### config.mk
export PLATFORM = sky130hd
export DESIGN_NAME = rls_queue
export DESIGN_NICKNAME = d
export VERILOG_FILES = /design/src/hw/rtl/raft_log_store_unit_defines.svh /design/src/hw/rtl/rls_pkg.sv /design/src/hw/rtl/rls_queue.sv
export SDC_FILE = /design/constraint.sdc
export NUM_CORES = 1
export LEC_CHECK = 0
export BUFFER_PORTS_ARGS = -buffer_cell sky130_fd_sc_hd__buf_4
export CAP_MARGIN = 20
export CORE_MARGIN = 2
export CORE_UTILIZATION = 47
export DETAILED_ROUTE_END_ITERATION = 6
export GPL_TIMING_DRIVEN = 1
export PLACE_DENSITY = 0.76
export SLEW_MARGIN = 20
export SYNTH_ARGS = -nofsm -noshare
export SYNTH_HDL_FRONTEND = slang
export SYNTH_SLANG_ARGS = --single-unit
### constraint.sdc
create_clock -name clk -period 6.3 [get_ports clk]
set_clock_uncertainty 0.2 [all_clocks]
set_input_delay 0.63 -clock clk [delete_from_list [all_inputs] [get_ports clk]]
set_output_delay 0.63 -clock clk [all_outputs]
set_load 0.01 [all_outputs]
### src/hw/rtl/raft_log_store_unit_defines.svh
// Assertion macros for the log store RTL.
// Used by rls_back to check its own control logic; no other dependencies.
`ifndef RAFT_LOG_STORE_UNIT_DEFINES_SVH
`define RAFT_LOG_STORE_UNIT_DEFINES_SVH

// The condition must hold in the same cycle as the trigger.
`define RLS_ASSERT_NOW(lbl, trig, cond, msg) \
    lbl: assert property (@(posedge clk) disable iff (!rst_n) (trig) |-> (cond)) \
        else $error(msg);

// The condition must hold in the cycle after the trigger.
`define RLS_ASSERT_NEXT(lbl, trig, cond, msg) \
    lbl: assert property (@(posedge clk) disable iff (!rst_n) (trig) |=> (cond)) \
        else $error(msg);

`endif

### src/hw/rtl/rls_pkg.sv
// Shared types and constants of the log store.
// No dependencies; used by every RTL module of the block.
package rls_pkg;

    localparam int LOG_DEPTH_DEF = 1024;
    localparam int TERM_BITS_DEF = 32;

    localparam int IDX_FIELD_W = 10;   // width of index fields on the ports
    localparam int SLOT_W      = 11;   // holds prev_index + 1 + batch_offset
    localparam int QDEPTH      = 2;
    localparam int QPTR_W      = 1;
    localparam int QCNT_W      = 2;

    typedef enum logic [1:0] {
        KIND_APPEND    = 2'd0,
        KIND_REPLICATE = 2'd1,
        KIND_READ      = 2'd2,
        KIND_TRUNCATE  = 2'd3
    } kind_t;

    typedef enum logic [1:0] {
        ST_DONE      = 2'd0,
        ST_NO_CHANGE = 2'd1,
        ST_FULL      = 2'd2,
        ST_GAP       = 2'd3
    } status_t;

    typedef enum logic [0:0] {
        BK_FETCH = 1'b0,
        BK_EXEC  = 1'b1
    } back_state_t;

    typedef struct packed {
        kind_t       kind;
        logic [9:0]  prev_index;
        logic [9:0]  batch_offset;
        logic [9:0]  target_index;
        logic [31:0] entry_term;
        logic [31:0] entry_payload;
        logic [31:0] query_term;
    } req_t;

    typedef struct packed {
        status_t     status;
        logic [9:0]  written_index;
        logic        found;
        logic        term_match;
        logic [31:0] read_term;
        logic [31:0] read_payload;
        logic [9:0]  last_index;
        logic [31:0] last_term;
    } rsp_t;

    // Classified operation passed from the front end to the back end.
    typedef struct packed {
        kind_t              kind;
        logic [SLOT_W-1:0]  slot;      // slot the operation is about
        logic [SLOT_W-1:0]  rd_slot;   // slot whose term the back end reads
        logic [31:0]        entry_term;
        logic [31:0]        entry_payload;
        logic [31:0]        query_term;
    } op_t;

endpackage

### src/hw/rtl/rls_queue.sv
// Two-entry queue of classified operations between front and back end.
// Depends on rls_pkg.
module rls_queue
(
    input  logic         clk,
    input  logic         rst_n,
    input  logic         push_valid,
    output logic         push_ready,
    input  rls_pkg::op_t push_op,
    output logic         pop_valid,
    input  logic         pop,
    output rls_pkg::op_t pop_op
);

    rls_pkg::op_t                entry_reg [rls_pkg::QDEPTH];
    logic [rls_pkg::QPTR_W-1:0]  wr_ptr_reg;
    logic [rls_pkg::QPTR_W-1:0]  wr_ptr_next;
    logic [rls_pkg::QPTR_W-1:0]  rd_ptr_reg;
    logic [rls_pkg::QPTR_W-1:0]  rd_ptr_next;
    logic [rls_pkg::QCNT_W-1:0]  count_reg;
    logic [rls_pkg::QCNT_W-1:0]  count_next;
    logic                        do_push;
    logic                        do_pop;

    assign push_ready = (count_reg != rls_pkg::QCNT_W'(rls_pkg::QDEPTH));
    assign pop_valid  = (count_reg != '0);
    assign pop_op     = entry_reg[rd_ptr_reg];
    assign do_push    = push_valid && push_ready;
    assign do_pop     = pop && pop_valid;

    always_comb
    begin
        wr_ptr_next = do_push ? wr_ptr_reg + rls_pkg::QPTR_W'(1) : wr_ptr_reg;
        rd_ptr_next = do_pop ? rd_ptr_reg + rls_pkg::QPTR_W'(1) : rd_ptr_reg;
        count_next  = count_reg;
        if (do_push && !do_pop)
        begin
            count_next = count_reg + rls_pkg::QCNT_W'(1);
        end
        else if (do_pop && !do_push)
        begin
            count_next = count_reg - rls_pkg::QCNT_W'(1);
        end
    end

    always_ff @(posedge clk or negedge rst_n)
    begin
        if (!rst_n)
        begin
            wr_ptr_reg <= '0;
            rd_ptr_reg <= '0;
            count_reg  <= '0;
        end
        else
        begin
            wr_ptr_reg <= wr_ptr_next;
            rd_ptr_reg <= rd_ptr_next;
            count_reg  <= count_next;
        end
    end

    always_ff @(posedge clk)
    begin
        if (do_push)
        begin
            entry_reg[wr_ptr_reg] <= push_op;
        end
    end

endmodule

== After elaboration in Yosys (flattened, before gate mapping) ==
Memory sizes are Yosys's and may differ from the RTL's.
Cells that the tools add are included.

* Memory bits (writable): 240
* Output and inout port bits: 122
* Memories kept: 1
* Logic and storage cells: 21
* Register bits after elaboration: 4
* Bits of input ports: 124

* Add/subtract/negate cells: 4
* Muxes and demuxes: 4
* Reduce and logical (&&, ||, !) cells: 8
* Eq/ne operators: 1

{| class="wikitable"
|+ Memories
! memory !! depth !! width !! rd ports !! clocked after Yosys merged registers in !! write ports !! RTL line !! source
|-
| entry_reg || 2 || 120 || 1 || 0 || 1 || rls_queue.sv:15 || <nowiki>rls_pkg::op_t entry_reg [rls_pkg::QDEPTH];</nowiki>
|}

{| class="wikitable"
|+ Operators by type and width
! operator !! count
|-
| logical AND 1 bit || 4
|-
| 2-to-1 mux 2 bit || 2
|-
| nonzero test 2 bit || 2
|-
| adder 1 bit, second input constant || 2
|-
| adder 2 x 1 -> 2 bit, second input constant || 1
|-
| zero test 1 bit || 2
|-
| 2-to-1 mux 1 bit || 2
|-
| != test 2 bit, second input constant || 1
|-
| subtractor 2 x 1 -> 2 bit, second input constant || 1
|}

== Longest topological paths before layout ==
* Depth in word-level cells: 6
* Depth in mapped cells: 7
* Mapped depth without buffers: 7

== Worst setup path after synthesis ==
Ideal clock, no wire load.

* Path type: input-to-reg
* From: input push_valid
* To: memory entry_reg[0][0] (netlist bit) (enable)
* Stages: 2
* Path slack: -210 ps
* Arrival: 5710 ps
* Data required time: 5500 ps
* Path buffers: 0
* Library setup time: 600 ps
* Cells stage by stage: nand2_1 -> nor2_1

* Word-level cells in the longest chain between the ends: 3

{| class="wikitable"
|+ Ends and longest elaborated chain
! element !! RTL line !! source
|-
| start, declared || rls_queue.sv:7 || <nowiki>input logic push_valid,</nowiki>
|-
| logical AND 1 bit || rls_queue.sv:28 || <nowiki>assign do_push = push_valid && push_ready;</nowiki>
|-
| 2-to-1 mux 1 bit || rls_queue.sv:64 || <nowiki>if (do_push)</nowiki>
|-
| 2-to-1 mux 1 bit (not written as such) || rls_queue.sv:66 || <nowiki>entry_reg[wr_ptr_reg] <= push_op;</nowiki>
|-
| end, declared || rls_queue.sv:15 ||
|}

No other way between the ends.

==> impl_metrics.csv <==
group,metric,value,unit
floorplan,io_pins,246,
final_layout,antennaDiodeCount,0,
floorplan,fp-row-count,50,
route,drt-total-wl,16670,um
yosys,synthTopCellsByArea,"edfxtp_1 81%, mux2_2 15%, buf_6 1.1%, dfrtp_1 1.1%, xnor2_1 0.30%",
cts,clock_latency,0.49,ns
yosys,netlist_area,0.008876,sq mm
route,firstDrtPassIters,4,
power_and_ir_drop,combPwrFrac,0.300,
sta,grt_setup_unrepaired,"no",
sta,report.final.slew_viol_count,0,
yosys,syn_avg_cell_area,22.70,sq um
route,avgViaCountPerCell,5.003,
floorplan,core_area,0.01864,sq mm
power_and_ir_drop,power_density,461.0,mW/mm^2
place,place.gp.congestion,0.7375,
global_route,grt_pass1_vias,4897,
cts,clockBufferDepth,3,
global_route,grt_usage,0.1598,
sta,final_hold_viol_count,0,
final_layout,drive_gt1_frac,0.6060,
route,wire_per_inst,18.44,um
floorplan,die_h,141.4,um
final_layout,area_delta_synth_final,32.01,%
cts,cts_tree,"yes",
route,drc,0,
final_layout,fin_util,0.6285,
setup_path,worst_ep_arrival_time,2.84,ns
yosys,syn-num-nets,516,
setup_path,cpPeakStageDelay,0.98,ns
sta,tightest_slew,0.9302,ns
floorplan,dieArea,0.02000,sq mm
power_and_ir_drop,seqPwrFrac,0.442,
setup_path,cp_max_fo,64,
global_route,antenna_found_initial,0,
power_and_ir_drop,p_int,3.928,mW
place,hpwl,10750,um
power_and_ir_drop,p_sw,1.473,mW
power_and_ir_drop,switching_share,0.2727,
power_and_ir_drop,ir_drop,0.2682,mV
run_status,outcome,"complete, no violations",
yosys,syn_inst,391,
yosys,ys_ff_latch,244,
setup_path,crit_slowest_cell,"dfrtp_4",
setup_path,critical_path_class,"reg -> out",
cts,cts_buffers,25,
setup_path,crit_buf_inv,2,
cts,cts_resized,0,
yosys,ys_warn_count,0,
power_and_ir_drop,power,5.401,mW
final_layout,largest_reg_flops,240,
setup_path,cp-start-kind,"register",
sta,maxSlewHeadroom,0.3799,
yosys,synth_seq_area_share,0.8232,
final_layout,layout.nets,780,
global_route,grt_max_degree,69,
final_layout,layout_commonest_cell,"buf_4",
min_path,hp-class,"in -> reg",
power_and_ir_drop,clkPwrFrac,0.258,
sta,finalSetupTns,0,ns
route,vias,4523,
cts,cts_sinks,244,
global_route,grt_pass1_wl,25090,um
sta,fin_crit_sh,0.5819,
final_layout,mostFrequentLayoutCells,"249 x buf_4, 240 x edfxtp_1, 120 x mux2_2, 25 x clkbuf_16, 5 x clkbuf_1",
setup_path,path_common_cell,"buf_4",
sta,setup_viol,0,
place,port_buffers,245,
sta,period_minus_slack,3.666,ns
floorplan,die_width,141.4,um
floorplan,initial_utilization,0.4761,
yosys,yosysTopAreaCellShare,0.8120,
setup_path,end_kind,"output port",
cts,root_buffer,"clkbuf_16",
setup_path,crit_chain,"buf_4, mux2_2, buf_4",
cts,clk_pin_slew,0.06,ns
setup_path,cp.required,5.47,ns
route,drtAntennaViolNets,0,
yosys,ys_types,15,
power_and_ir_drop,p_leak,4.375,nW
global_route,grt-ovfl-total,0,
cts,htree_num_levels,1,
setup_path,cp_top_family,"flip-flops",
sta,fmax,272.8,MHz
route,drt_iter0_drc,158,
yosys,yosys.area.top_type,"edfxtp_1",
run,maxCapViolations,0,
worst paths after layout:
kind	slack [ns]	from	cells after the start	end
setup reg to reg	3.38	count_reg[0]	5	entry_reg[0][75]
max in group asynchronous	5.50	rst_n	2	rd_ptr_reg
hold reg to reg	0.30	count_reg[1]	1	count_reg[1]
setup / recovery	2.63	rd_ptr_reg	3	pop_op[10]
hold / removal	0.12	push_op[32]	1	entry_reg[1][32]
min in group asynchronous	0.29	rst_n	2	count_reg[1]
synthesized netlist by cell type, drive strengths merged:
cell type,count
and3,1
buf,13
dfrtp,4
edfxtp,240
ha,1
inv,1
mux2,120
nand2,2
nand2b,1
nor2,2
or2,1
xnor2,3
xor2,2
routing by layer:
metal	track usage	vias to the layer above	routed length, um
li1	-	2082	-
met1	0.1891	2224	6332
met2	0.2782	203	8520
met3	0.05805	14	1607
met4	0.04211	0	212
met5	0	-	0
metrics by stage:
step	setup WS [ns]	hold WS, ns	cell area, sq um	std cells
2_1_floorplan	1.814	0.1344	8879	391
5_1_grt	2.424	0.08476	11720	904
3_3_place_gp	3.139	0.2254	10930	861
6_report	2.634	0.1159	11720	904
4_1_cts	2.546	0.08687	11720	904
3_5_place_dp	3.089	0.2303	10930	861
worst reg2reg max path: stages, from the launching register on:
cell      delay, ns
dfrtp_1        0.41
nand2b_1       0.18
nand2_1        0.15
nor2_4         0.11
buf_4          0.58
buf_4          0.84
power by group through the flow:
stage | combinational [mW] | clock (mW) | sequential, mW
floorplan | 1.00 | 0 | 2.35
global placement | 1.61 | 0 | 2.40
detailed placement | 1.64 | 0 | 2.43
CTS | 1.66 | 1.43 | 2.40
global route | 1.74 | 1.50 | 2.43
finish | 1.62 | 1.39 | 2.39
kinds of logic after synthesis:
logic type	Yosys count	share of synthesized area
and+or+nand+nor	7	0.003808
muxes	120	0.1522
DFF	244	0.8232
buffers and inverters	14	0.01438
xor gates and xnor gates	5	0.004935
adders and majority gates	1	0.001409
final cells by class:
type / instances / area [sq um]
flip-flops and latches: 244 / 7311
fillers: 1320 / 6925
repair buffers: 250 / 1879
multi-input cells: 133 / 1454
clock buffers: 30 / 644.4
well taps: 234 / 292.8
clock inverters: 12 / 132.6
inverters: 1 / 3.754
timing repair:
action                    4_1_cts  5_1_grt
buffers inserted                0        0
hold endpoints to repair        4        0
hold buffers                    1        0
(Power assumes the default switching activity.)
