<file path="src/hw/rtl/raft_log_store_unit_defines.svh">
// Assertion macros for the log store RTL.
// Used by rls_back to check its own control logic; no other dependencies.
`ifndef RAFT_LOG_STORE_UNIT_DEFINES_SVH
`define RAFT_LOG_STORE_UNIT_DEFINES_SVH

// The condition must hold in the same cycle as the trigger.
`define RLS_ASSERT_NOW(lbl, trig, cond, msg) \
    lbl: assert property (@(posedge clk) disable iff (!rst_n) (trig) |-> (cond)) \
        else $error(msg);

// The condition must hold in the cycle after the trigger.
`define RLS_ASSERT_NEXT(lbl, trig, cond, msg) \
    lbl: assert property (@(posedge clk) disable iff (!rst_n) (trig) |=> (cond)) \
        else $error(msg);

`endif

</file>
<file path="src/hw/rtl/rls_pkg.sv">
// Shared types and constants of the log store.
// No dependencies; used by every RTL module of the block.
package rls_pkg;

    localparam int LOG_DEPTH_DEF = 1024;
    localparam int TERM_BITS_DEF = 32;

    localparam int IDX_FIELD_W = 10;   // width of index fields on the ports
    localparam int SLOT_W      = 11;   // holds prev_index + 1 + batch_offset
    localparam int QDEPTH      = 2;
    localparam int QPTR_W      = 1;
    localparam int QCNT_W      = 2;

    typedef enum logic [1:0] {
        KIND_APPEND    = 2'd0,
        KIND_REPLICATE = 2'd1,
        KIND_READ      = 2'd2,
        KIND_TRUNCATE  = 2'd3
    } kind_t;

    typedef enum logic [1:0] {
        ST_DONE      = 2'd0,
        ST_NO_CHANGE = 2'd1,
        ST_FULL      = 2'd2,
        ST_GAP       = 2'd3
    } status_t;

    typedef enum logic [0:0] {
        BK_FETCH = 1'b0,
        BK_EXEC  = 1'b1
    } back_state_t;

    typedef struct packed {
        kind_t       kind;
        logic [9:0]  prev_index;
        logic [9:0]  batch_offset;
        logic [9:0]  target_index;
        logic [31:0] entry_term;
        logic [31:0] entry_payload;
        logic [31:0] query_term;
    } req_t;

    typedef struct packed {
        status_t     status;
        logic [9:0]  written_index;
        logic        found;
        logic        term_match;
        logic [31:0] read_term;
        logic [31:0] read_payload;
        logic [9:0]  last_index;
        logic [31:0] last_term;
    } rsp_t;

    // Classified operation passed from the front end to the back end.
    typedef struct packed {
        kind_t              kind;
        logic [SLOT_W-1:0]  slot;      // slot the operation is about
        logic [SLOT_W-1:0]  rd_slot;   // slot whose term the back end reads
        logic [31:0]        entry_term;
        logic [31:0]        entry_payload;
        logic [31:0]        query_term;
    } op_t;

endpackage

</file>
<file path="src/hw/rtl/rls_front.sv">
// Front end: accepts request words and turns them into classified operations.
// Depends on rls_pkg.
module rls_front
(
    input  logic          req_valid,
    output logic          req_ready,
    input  rls_pkg::req_t req,
    output logic          op_valid,
    input  logic          op_ready,
    output rls_pkg::op_t  op
);

    logic [rls_pkg::SLOT_W-1:0] target_ext;
    logic [rls_pkg::SLOT_W-1:0] repl_slot;

    assign target_ext = rls_pkg::SLOT_W'(req.target_index);
    assign repl_slot  = rls_pkg::SLOT_W'(req.prev_index)
                      + rls_pkg::SLOT_W'(req.batch_offset)
                      + rls_pkg::SLOT_W'(1);

    assign op_valid  = req_valid;
    assign req_ready = op_ready;

    always_comb
    begin
        op.kind          = req.kind;
        op.entry_term    = req.entry_term;
        op.entry_payload = req.entry_payload;
        op.query_term    = req.query_term;
        op.slot          = target_ext;
        op.rd_slot       = target_ext;
        case (req.kind)
            rls_pkg::KIND_REPLICATE:
            begin
                op.slot    = repl_slot;
                op.rd_slot = repl_slot;
            end
            rls_pkg::KIND_TRUNCATE:
            begin
                // The new newest term is the one just below the cut.
                if (target_ext != '0)
                begin
                    op.rd_slot = target_ext - rls_pkg::SLOT_W'(1);
                end
                else
                begin
                    op.rd_slot = '0;
                end
            end
            default:
            begin
                op.slot    = target_ext;
                op.rd_slot = target_ext;
            end
        endcase
    end

endmodule

</file>
<file path="config.mk">
export PLATFORM = sky130hd
export DESIGN_NAME = rls_front
export DESIGN_NICKNAME = d
export VERILOG_FILES = /design/src/hw/rtl/raft_log_store_unit_defines.svh /design/src/hw/rtl/rls_pkg.sv /design/src/hw/rtl/rls_front.sv
export SDC_FILE = /design/constraint.sdc
export NUM_CORES = 1
export LEC_CHECK = 0
export BUFFER_PORTS_ARGS = -buffer_cell sky130_fd_sc_hd__buf_2
export CAP_MARGIN = 40
export CORE_AREA = 3 3 97 99
export DETAILED_ROUTE_END_ITERATION = 8
export DIE_AREA = 0 0 100 102
export GPL_TIMING_DRIVEN = 0
export PLACE_DENSITY_LB_ADDON = 0.3
export SYNTH_ARGS = -nofsm -noshare
export SYNTH_HDL_FRONTEND = slang
export SYNTH_SLANG_ARGS = --single-unit
export TNS_END_PERCENT = 20
</file>
<file path="constraint.sdc">
create_clock -name vclk -period 5.7
set_input_delay 1.14 -clock vclk [all_inputs]
set_output_delay 1.14 -clock vclk [all_outputs]
set_load 0.02 [all_outputs]
</file>
; Yosys cells after proc, flatten, opt, wreduce, memory -nomap -nowiden
; Cells that the tools add are included.
[word_totals]
regBits = 0
in_bits = 130
output_inout_bits = 122
wordCells = 9
[op_classes]
add_sub_neg = 3
n_eq_ne = 2
n_mux = 3
reduce_logical = 1
[op_table]
columns = op, count
row1 = 2-to-1 mux 11 bit, 2
row2 = one-hot mux 11 bit (2 select lines), 1
row3 = adder 10 x 10 -> 11 bit, 1
row4 = adder 11 x 1 -> 11 bit (second input constant), 1
row5 = nonzero test 11 bit, 1
row6 = subtractor 10 x 1 -> 11 bit (second input constant), 1
row7 = equality test 2 x 1 -> 1 bit (second input constant), 1
row8 = equality test 2 bit (second input constant), 1

; Logic depth before layout (Yosys ltp)
; Gate-level depths: netlist of run 1.
[depth]
depth_word = 3
depth_mapped = 9
ltp_nobuf = 9

; Least setup slack after synthesis of run 1
; No wires, ideal clock.
[synth_path]
kind = input port to output port
start = input req[106] (netlist name)
end = output op[113] (netlist name)
arrival_time_ps = 2892
required_ps = 4560
slack_ps = 1668
path_stages = 9
n_path_buf = 0
path_cell_list = inv_1 > ha_1 > inv_1 > fa_1 > a21o_1 > a31o_2 > a21oi_2 > xor2_1 > o21ai_0
[synth_rtl]
columns = item, line
row1 = from (decl), rls_front.sv:7  ; input rls_pkg::req_t req,
row2 = to (decl), rls_front.sv:10  ; output rls_pkg::op_t op

==> results of run 1 <==
==> stage by stage <==
stage | setup slack (ps) | utilization | std cells
floorplan | 1670 | - | 247
global placement | 1400 | 0.303 | 509
detailed placement | 1390 | 0.303 | 509
CTS | 1380 | 0.303 | 509
global route | 1240 | 0.303 | 509
finish | 1410 | 0.303 | 509
==> worst paths after layout <==
kind	start	to	slack [ps]	cells past startpoint
min	req[42]	op[42]	2500	2
max	req[106]	op[115]	1410	11
==> cells in the mapped netlist, types with 2 or more instances <==
master / n / area [sq um]
nand2_1: 28 / 105
xnor2_1: 4 / 35.0
a211oi_1: 3 / 22.5
buf_4: 100 / 751
a21o_1: 3 / 22.5
o21ai_0: 14 / 70.1
inv_1: 7 / 26.3
clkbuf_1: 3 / 11.3
and2_1: 2 / 12.5
o221ai_1: 4 / 35.0
nand2b_1: 5 / 31.3
nor3_1: 2 / 10.0
nand4_1: 2 / 12.5
xor2_1: 3 / 26.3
nor2_1: 9 / 33.8
and3_2: 2 / 15.0
a21oi_1: 8 / 40.0
o21ai_1: 2 / 10.0
nand3_1: 5 / 25.0
a31o_2: 2 / 17.5
mux2i_1: 2 / 20.0
o211ai_1: 4 / 30.0
ha_1: 12 / 150
==> final cells by class <==
cell class                      instances  area, sq um
Buffer                                105          774
Timing Repair Buffer                  154          771
Inverter                                7         26.3
Tap cell                              108          135
Fill cell                             972         6020
Multi-Input combinational cell        135          911
==> placed cells by master (no fill, tap or decap), drive strengths merged, types with 2 or more instances in the layout <==
cell type,n
o221ai,4
clkbuf,5
nand4,2
a31o,2
and3,2
nand2,28
nand3,5
mux2i,2
a21oi,9
o21ai,16
a211oi,3
nor4,3
nand2b,5
xnor2,4
buf,254
a31oi,2
o211ai,4
nor2,9
nor3,2
xor2,3
a21o,3
and2,3
ha,12
inv,7
==> power by group <==
part | switching, mW | internal (mW) | leakage, nW
Sequential | 0 | 0 | 0
Clock | 0 | 0 | 0
Combinational | 0.152 | 0.121 | 1.51
==> logic make-up (layout without fill, tap and decap cells) <==
| group | Yosys count | count (layout) | share of synthesized area |
|---|---|---|---|
| compound gates | 49 | 49 | 0.192 |
| simple gates | 63 | 63 | 0.187 |
| mux | 3 | 3 | 0.0183 |
| buf+inv | 112 | 266 | 0.468 |
| xor+xnor | 7 | 7 | 0.0358 |
| fa+ha+maj | 13 | 13 | 0.0994 |
==> per-layer routing <==
| metal | vias up | global-route usage | part of all wire |
|---|---|---|---|
| met3 | 2 | 0.00819 | 0.093 |
| met4 | 0 | 0.00518 | 0.0032 |
| met1 | 863 | 0.115 | 0.35 |
| met5 | - | 0 | 0 |
| met2 | 123 | 0.191 | 0.55 |
| li1 | 1053 | - | - |
==> metrics.md, run 1 <==
| Metric | Value |
|---|---|
| Outcome | finished, final reports clean |
| Hold Slack | roughly 2500 ps |
| PostCTS Resize Cnt | 0 |
| Count of cell types in the netlist | 44 |
| Core Region | 8640 sq um |
| Placed cell areas | roughly 2600 sq um |
| Initial antenna violation count | 0 |
| WS Path Type | in2out |
| Cell Area, Synth | around 1700 sq um |
| Power Density | between 100 and 150 nW/um^2 |
| FFs & Latches | 0 |
| Post-route DRC | 0 |
| CP Launch Type | input port |
| Worst path cell trace | buf_2 -> inv_1 -> ha_1 -> inv_1 -> fa_1 -> a21o_1 -> a21oi_1 -> o221ai_1 -> xnor2_1 -> mux2_2 -> buf_2 |
| Final hold violations | 0 |
| RSZ-0062 raised after global routing | no |
| Slew headroom | 0.664 |
| # diodes | 0 |
| Slowest stage delay, CP | ~400 ps |
| Area delta synth->final | 52.9% |
| Post-CTS setup repair buffer count | 0 |
| Max-Cap Viols | 0 |
| Slowest cell on crit path | fa_1 |
| Worst-path fanout max | 2 |
| Row cnt | 34 |
| Final Cell Area | roughly 2600 sq um |
| I/O Buffers | about 150 |
| Pwr Total | 273 uW |
| Fin crit share | 0.753 |
| Crit path time final | roughly 4300 ps |
| Layout clock buffers | 0 |
| Total track usage | 0.0953 |
| DIE WIDTH | approximately 100 um |
| Largest delay share family, worst path | compound AO/OA/AOI/OAI gates |
| Number of I/O pins | 252 |
| Initial Utilization | 0.198 |
| Leakage | between 1.5 and 2 nW |
| CP Data Required Time | between 4000 and 5000 ps |
| Wire per inst | roughly 12 um |
| Avg Synthesized Cell Area | a little under 7 sq um |
| DR vias | just over 2000 |
| Hold Buf Count CTS | 0 |
| First-pass GRT wire length | around 8 mm |
| Worst-margin pin slew | around 500 ps |
| Detailed Place HPWL | about 5.5 mm |
| Largest net degree at the start of global routing | 11 |
| Setup TNS | 0 ps |
| Starting DRT DRC Count | 19 |
| Ys Warns | 0 |
| Detailed Routing Iterations Pass 1 | 3 |
| Post-synthesis sequential area ratio | 0 |
| CP endpoint kind | primary output |
| WP buf/inv | 4 |
| DRT antenna net count | 0 |
| Gate Count Post-Synth | 247 |
| Worst Hold Class | in2out |
| Arr. time, crit path | 3150 ps |
| GRT Residual Overflow | 0 |
| Final RePlAce weighted congestion | 0.825 |
| Final WL | 5.88 mm |
| Vias per Instance | around 4.0 |
| Nets | between 500 and 600 |
| Die height | about 100 um |
| Slew Viols, Final | 0 |
| Register area | 0 sq um |
| Layout cell share with drive strength beyond 1 | 0.666 |
| Die area | approximately 10000 sq um |
| Post-synth net total | between 300 and 400 |
| Peak supply drop | 0.0000418 V |
| Vias in the first global route | about 1800 |
| Fmax | approximately 0.23 GHz |
| Setup violators final | 0 |
Power figures use the tool's default switching activity.
==> inputs of run 2 (changes only) <==
CORE_AREA = 3 3 96 98   (was 3 3 97 99)
DIE_AREA = 0 0 99 101   (was 0 0 100 102)
clock period = 4.05 ns   (was 5.7 ns; I/O delays follow)
==> metrics.md, run 2 (synthesis results as in run 1) <==
| Metric | Value |
|---|---|
| Final WL | 5.81 mm (was 5.88 mm) |
| WS Path Type | in2out (unchanged) |
| First-pass GRT wire length | 8.25 mm (was 8.09 mm) |
| Starting DRT DRC Count | 29 (was 19) |
| RSZ-0062 raised after global routing | no (unchanged) |
| CP Launch Point | req[106] (unchanged) |
| # diodes | 0 (unchanged) |
| Hold Slack | 1840 ps (was 2500 ps) |
| Clock power frac | 0 (about the same) |
| Peak supply drop | 0.0000425 V (was 0.0000418 V) |
| Layout clock buffers | 0 (unchanged) |
| CP endpoint kind | primary output (unchanged) |
| Setup violators final | 0 (unchanged) |
| Fill cells | 914 (was 972) |
| FFs & Latches | 0 (unchanged) |
| Outcome | finished, final reports clean (unchanged) |
| Seq pwr share | 0 (about the same) |
| Int Pwr | 170 uW (was 121 uW) |
| Final RePlAce weighted congestion | 0.751 (was 0.825) |
| Switching Share | 0.560 (was 0.558) |
| Register area | 0 sq um (unchanged) |
| Die height | 101 um (was 102 um) |
| Worst Hold Class | in2out (unchanged) |
| Detailed Place HPWL | 5.38 mm (was 5.48 mm) |
| Nets | 546 (unchanged) |
| DRT antenna net count | 0 (unchanged) |
| Initial antenna violation count | 0 (unchanged) |
| Worst-margin pin slew | 483 ps (was 497 ps) |
| DIE WIDTH | 99 um (was 100 um) |
| Max-Cap Viols | 0 (unchanged) |
| Area delta synth->final | 52.9% (unchanged) |
| GRT Residual Overflow | 0 (unchanged) |
| Core Util, Final | 0.306 (was 0.303) |
| CP Data Required Time | 3240 ps (was 4560 ps) |
| Arr. time, crit path | 2830 ps (was 3150 ps) |
| PostCTS Resize Cnt | 0 (unchanged) |
| Slew Viols, Final | 0 (unchanged) |
| Initial Utilization | 0.200 (was 0.198) |
| Row cnt | 34 (unchanged) |
| Most frequent cells in the layout | buf_2 (154), buf_4 (100), nand2_1 (28) (unchanged) |
| Wire per inst | 11.4 um (was 11.5 um) |
| Detailed Routing Iterations Pass 1 | 4 (was 3) |
| Gate power share | 1.000 (about the same) |
| Fmax | approximately 0.27 GHz |
| Largest net degree at the start of global routing | 11 (unchanged) |
| Slew headroom | 0.675 (was 0.664) |
| Leakage | 1.51 nW (unchanged) |
| Post-route DRC | 0 (unchanged) |
| Vias per Instance | 4.09 (was 4.01) |
| Switching Power | 216 uW (was 152 uW) |
| Setup TNS | 0 ps (unchanged) |
| Power Density | 147 nW/um^2 (was 104 nW/um^2) |
| Crit path time final | around 3600 ps |
| Vias in the first global route | 1815 (was 1771) |
| Worst-path fanout max | 2 (unchanged) |
| Total track usage | 0.0972 (was 0.0953) |
| CP Launch Type | input port (unchanged) |
| Worst Setup EP | op[115] (unchanged) |
| Core Region | 8550 sq um (was 8640 sq um) |
| Fin crit share | 0.898 |
| I/O Buffers | 154 (unchanged) |
| Post-CTS setup repair buffer count | 0 (unchanged) |
| DR vias | 2082 (was 2041) |
| Hold Buf Count CTS | 0 (unchanged) |
| Final hold violations | 0 (unchanged) |
| Die area | 10000 sq um (was 10200 sq um) |
| Area taken by multi-input logic gates | 911 sq um (unchanged) |
| Most common cell after layout, fill and taps aside | buf_2 (unchanged) |
| Layout cell share with drive strength beyond 1 | 0.666 (unchanged) |
| Number of I/O pins | 252 (unchanged) |
[run 2: layer usage]
layer,vias up,GRT usage,part of all wire
li1,1053,-,-
met1,889,0.108,0.34
met2,138,0.204,0.55
met3,2,0.00900,0.10
met4,0,0.00630,0.0031
met5,-,0,0
[run 2: stage by stage]
stage	setup WS [ps]	instances	power [mW]	cell area, sq um
after global placement	408	509	0.388	2620
after detailed placement	401	509	0.391	2620
after CTS	385	509	0.392	2620
after floorplan	678	247	0.272	1710
final	413	509	0.386	2620
after global routing	177	509	0.420	2620
[run 2: layout make-up]
class / count / share of cell area
multi-input combinational: 135 / 0.348
timing repair buffer: 154 / 0.294
inverter: 7 / 0.0100
tap: 108 / 0.0516
buffer: 105 / 0.296
[run 2: how the worst min path moves through the flow]
stage | from | to | cells after the start
floorplan | req[0] | op[0] | 1
global placement | req[87] | op[87] | 2
detailed placement | req[13] | op[13] | 2
CTS | req[13] | op[13] | 2
global route | req[84] | op[84] | 2
finish | req[13] | op[13] | 2
[run 2: power by group through the flow]
stage / sequential [mW] / clock, mW / combinational (mW)
final: 0 / 0 / 0.386
after global placement: 0 / 0 / 0.388
after floorplan: 0 / 0 / 0.272
after global routing: 0 / 0 / 0.420
after CTS: 0 / 0 / 0.392
after detailed placement: 0 / 0 / 0.391
[run 2: critical path: stages]
cell and delay, ps:
buf_2 100, inv_1 40, ha_1 170, inv_1 60, fa_1 400, a21o_1 190, a21oi_1 220, o221ai_1 190
xnor2_1 280, mux2_2 200, buf_2 160
==> inputs of run 3 (changes only) <==
CORE_AREA = 2 2 98 100   (was 3 3 96 98)
DIE_AREA = 0 0 100 102   (was 0 0 99 101)
==> metrics.md, run 3 (synthesis results as in run 1) <==
| Metric | Value |
|---|---|
| Worst Hold Class | in2out (unchanged) |
| Clock power frac | 0 (about the same) |
| Vias in the first global route | 1687 (was 1815) |
| Final WL | 6.00 mm (was 5.81 mm) |
| Post-CTS setup repair buffer count | 0 (unchanged) |
| Worst-margin pin slew | 504 ps (was 483 ps) |
| CP Launch Type | input port (unchanged) |
| Detailed Place HPWL | 5.43 mm (was 5.38 mm) |
| # diodes | 0 (unchanged) |
| Largest net degree at the start of global routing | 11 (unchanged) |
| Final hold violations | 0 (unchanged) |
| Most common cell after layout, fill and taps aside | buf_2 (unchanged) |
| Initial antenna violation count | 0 (unchanged) |
| Max-Cap Viols | 0 (unchanged) |
| Worst-path fanout max | 2 (unchanged) |
| DR vias | 2070 (was 2082) |
| Layout clock buffers | 0 (unchanged) |
| Fill cells | 1026 (was 914) |
| GRT Residual Overflow | 0 (unchanged) |
| DRT antenna net count | 0 (unchanged) |
| Starting DRT DRC Count | 43 (was 29) |
| PostCTS Resize Cnt | 0 (unchanged) |
| Core Region | 9110 sq um (was 8550 sq um) |
| Power Density | 148 nW/um^2 (was 147 nW/um^2) |
| Nets | 546 (unchanged) |
| Slew Viols, Final | 0 (unchanged) |
| Final RePlAce weighted congestion | 0.789 (was 0.751) |
| Setup violators final | 0 (unchanged) |
| Die area | 10200 sq um (was 10000 sq um) |
| Switching Share | 0.562 (was 0.560) |
| Met3 routed WL | 536 um (was 602 um) |
| RSZ-0062 raised after global routing | no (unchanged) |
| Worst path cell trace | buf_2 -> inv_1 -> ha_1 -> inv_1 -> fa_1 -> a21o_1 -> a21oi_1 -> o221ai_1 -> xnor2_1 -> mux2_2 -> buf_2 (unchanged) |
| Crit path time final | 3680 ps (was 3640 ps) |
| Int Pwr | 170 uW (about the same) |
| Slowest cell on crit path | fa_1 (unchanged) |
| Setup TNS | 0 ps (unchanged) |
| Die height | 102 um (was 101 um) |
| Top Metal Used | met3 (was met4) |
| Slowest stage delay, CP | 410 ps (was 400 ps) |
| CP endpoint kind | primary output (unchanged) |
| Most frequent cells in the layout | buf_2 (154), buf_4 (100), nand2_1 (28) (unchanged) |
| Peak supply drop | 0.0000409 V (was 0.0000425 V) |
| Hold Slack | 1840 ps (about the same) |
| Row cnt | 35 (was 34) |
| Switching Power | 218 uW (was 216 uW) |
| Slew headroom | 0.660 (was 0.675) |
| Fin crit share | 0.908 (was 0.898) |
| Metal-1 WL | 2.28 mm (was 2.00 mm) |
| Layout cell share with drive strength beyond 1 | 0.666 (unchanged) |
| Leakage | 1.51 nW (unchanged) |
| Hold Buf Count CTS | 0 (unchanged) |
| Area delta synth->final | 53.1% (was 52.9%) |
| Vias per Instance | 4.04 (was 4.09) |
| Detailed Routing Iterations Pass 1 | 4 (unchanged) |
| Seq pwr share | 0 (about the same) |
| Initial Utilization | 0.188 (was 0.200) |
| Number of I/O pins | 252 (unchanged) |
| Arr. time, crit path | 2870 ps (was 2830 ps) |
| Gate power share | 1.000 (about the same) |
| Total track usage | 0.0969 (was 0.0972) |
| DIE WIDTH | 100 um (was 99 um) |
| Post-route DRC | 0 (unchanged) |
| Register area | 0 sq um (unchanged) |
| First-pass GRT wire length | 8.01 mm (was 8.25 mm) |
| Wire per inst | 11.7 um (was 11.4 um) |
| Met2 WL | 3.19 mm (about the same) |
| Outcome | finished, final reports clean (unchanged) |
| WS Path Type | in2out (unchanged) |
| Fmax | 0.272 GHz (was 0.275 GHz) |
| CP Data Required Time | 3240 ps (about the same) |
| FFs & Latches | 0 (unchanged) |
| I/O Buffers | 154 (unchanged) |
-- run 3: cell counts in the layout (fill, tap and decap cells not counted) --
Identical to the previous run, type by type.
-- run 3: path summary, 6_finish.rpt --
path	start	end	depth (start not counted)
worst min-delay path	req[63]	op[63]	2
worst max-delay path	req[106]	op[115]	11
-- run 3: critical path: cells and delay by family --
family / cells / cell delay [ps]
AOI/OAI and AO/OA: 3 / 620
buffers and inverters: 4 / 360
muxes: 1 / 220
xor gates and xnor gates: 1 / 280
adders and majority gates: 2 / 580
-- run 3: final cells by class --
type	count	area, sq um	area share
multi-input cells	135	911	0.347
plain buffers	105	774	0.295
repair buffers	154	771	0.294
well taps	111	139	0.0530
inverters	7	26.3	0.0100
-- run 3: per-stage QoR --
step	instance area [sq um]	worst slack, ps	instances	total power [mW]	utilization
floorplan	1710	678	247	0.272	-
global placement	2620	341	512	0.393	0.288
detailed placement	2620	332	512	0.393	0.288
CTS	2620	320	512	0.394	0.288
global route	2620	190	512	0.423	0.288
finish	2620	373	512	0.388	0.288
-- run 3: power by group through the flow --
stage          clock network [mW]  registers [mW]  logic [mW]
2_1_floorplan                   0               0       0.272
3_3_place_gp                    0               0       0.393
3_5_place_dp                    0               0       0.393
4_1_cts                         0               0       0.394
5_1_grt                         0               0       0.423
6_report                        0               0       0.388
-- run 3: per-layer routing --
| metal | vias to the layer above | GRT usage |
|---|---|---|
| li1 | 1054 | - |
| met5 | - | 0 |
| met3 | 0 | 0.00821 |
| met1 | 886 | 0.120 |
| met4 | 0 | 0 |
| met2 | 130 | 0.193 |
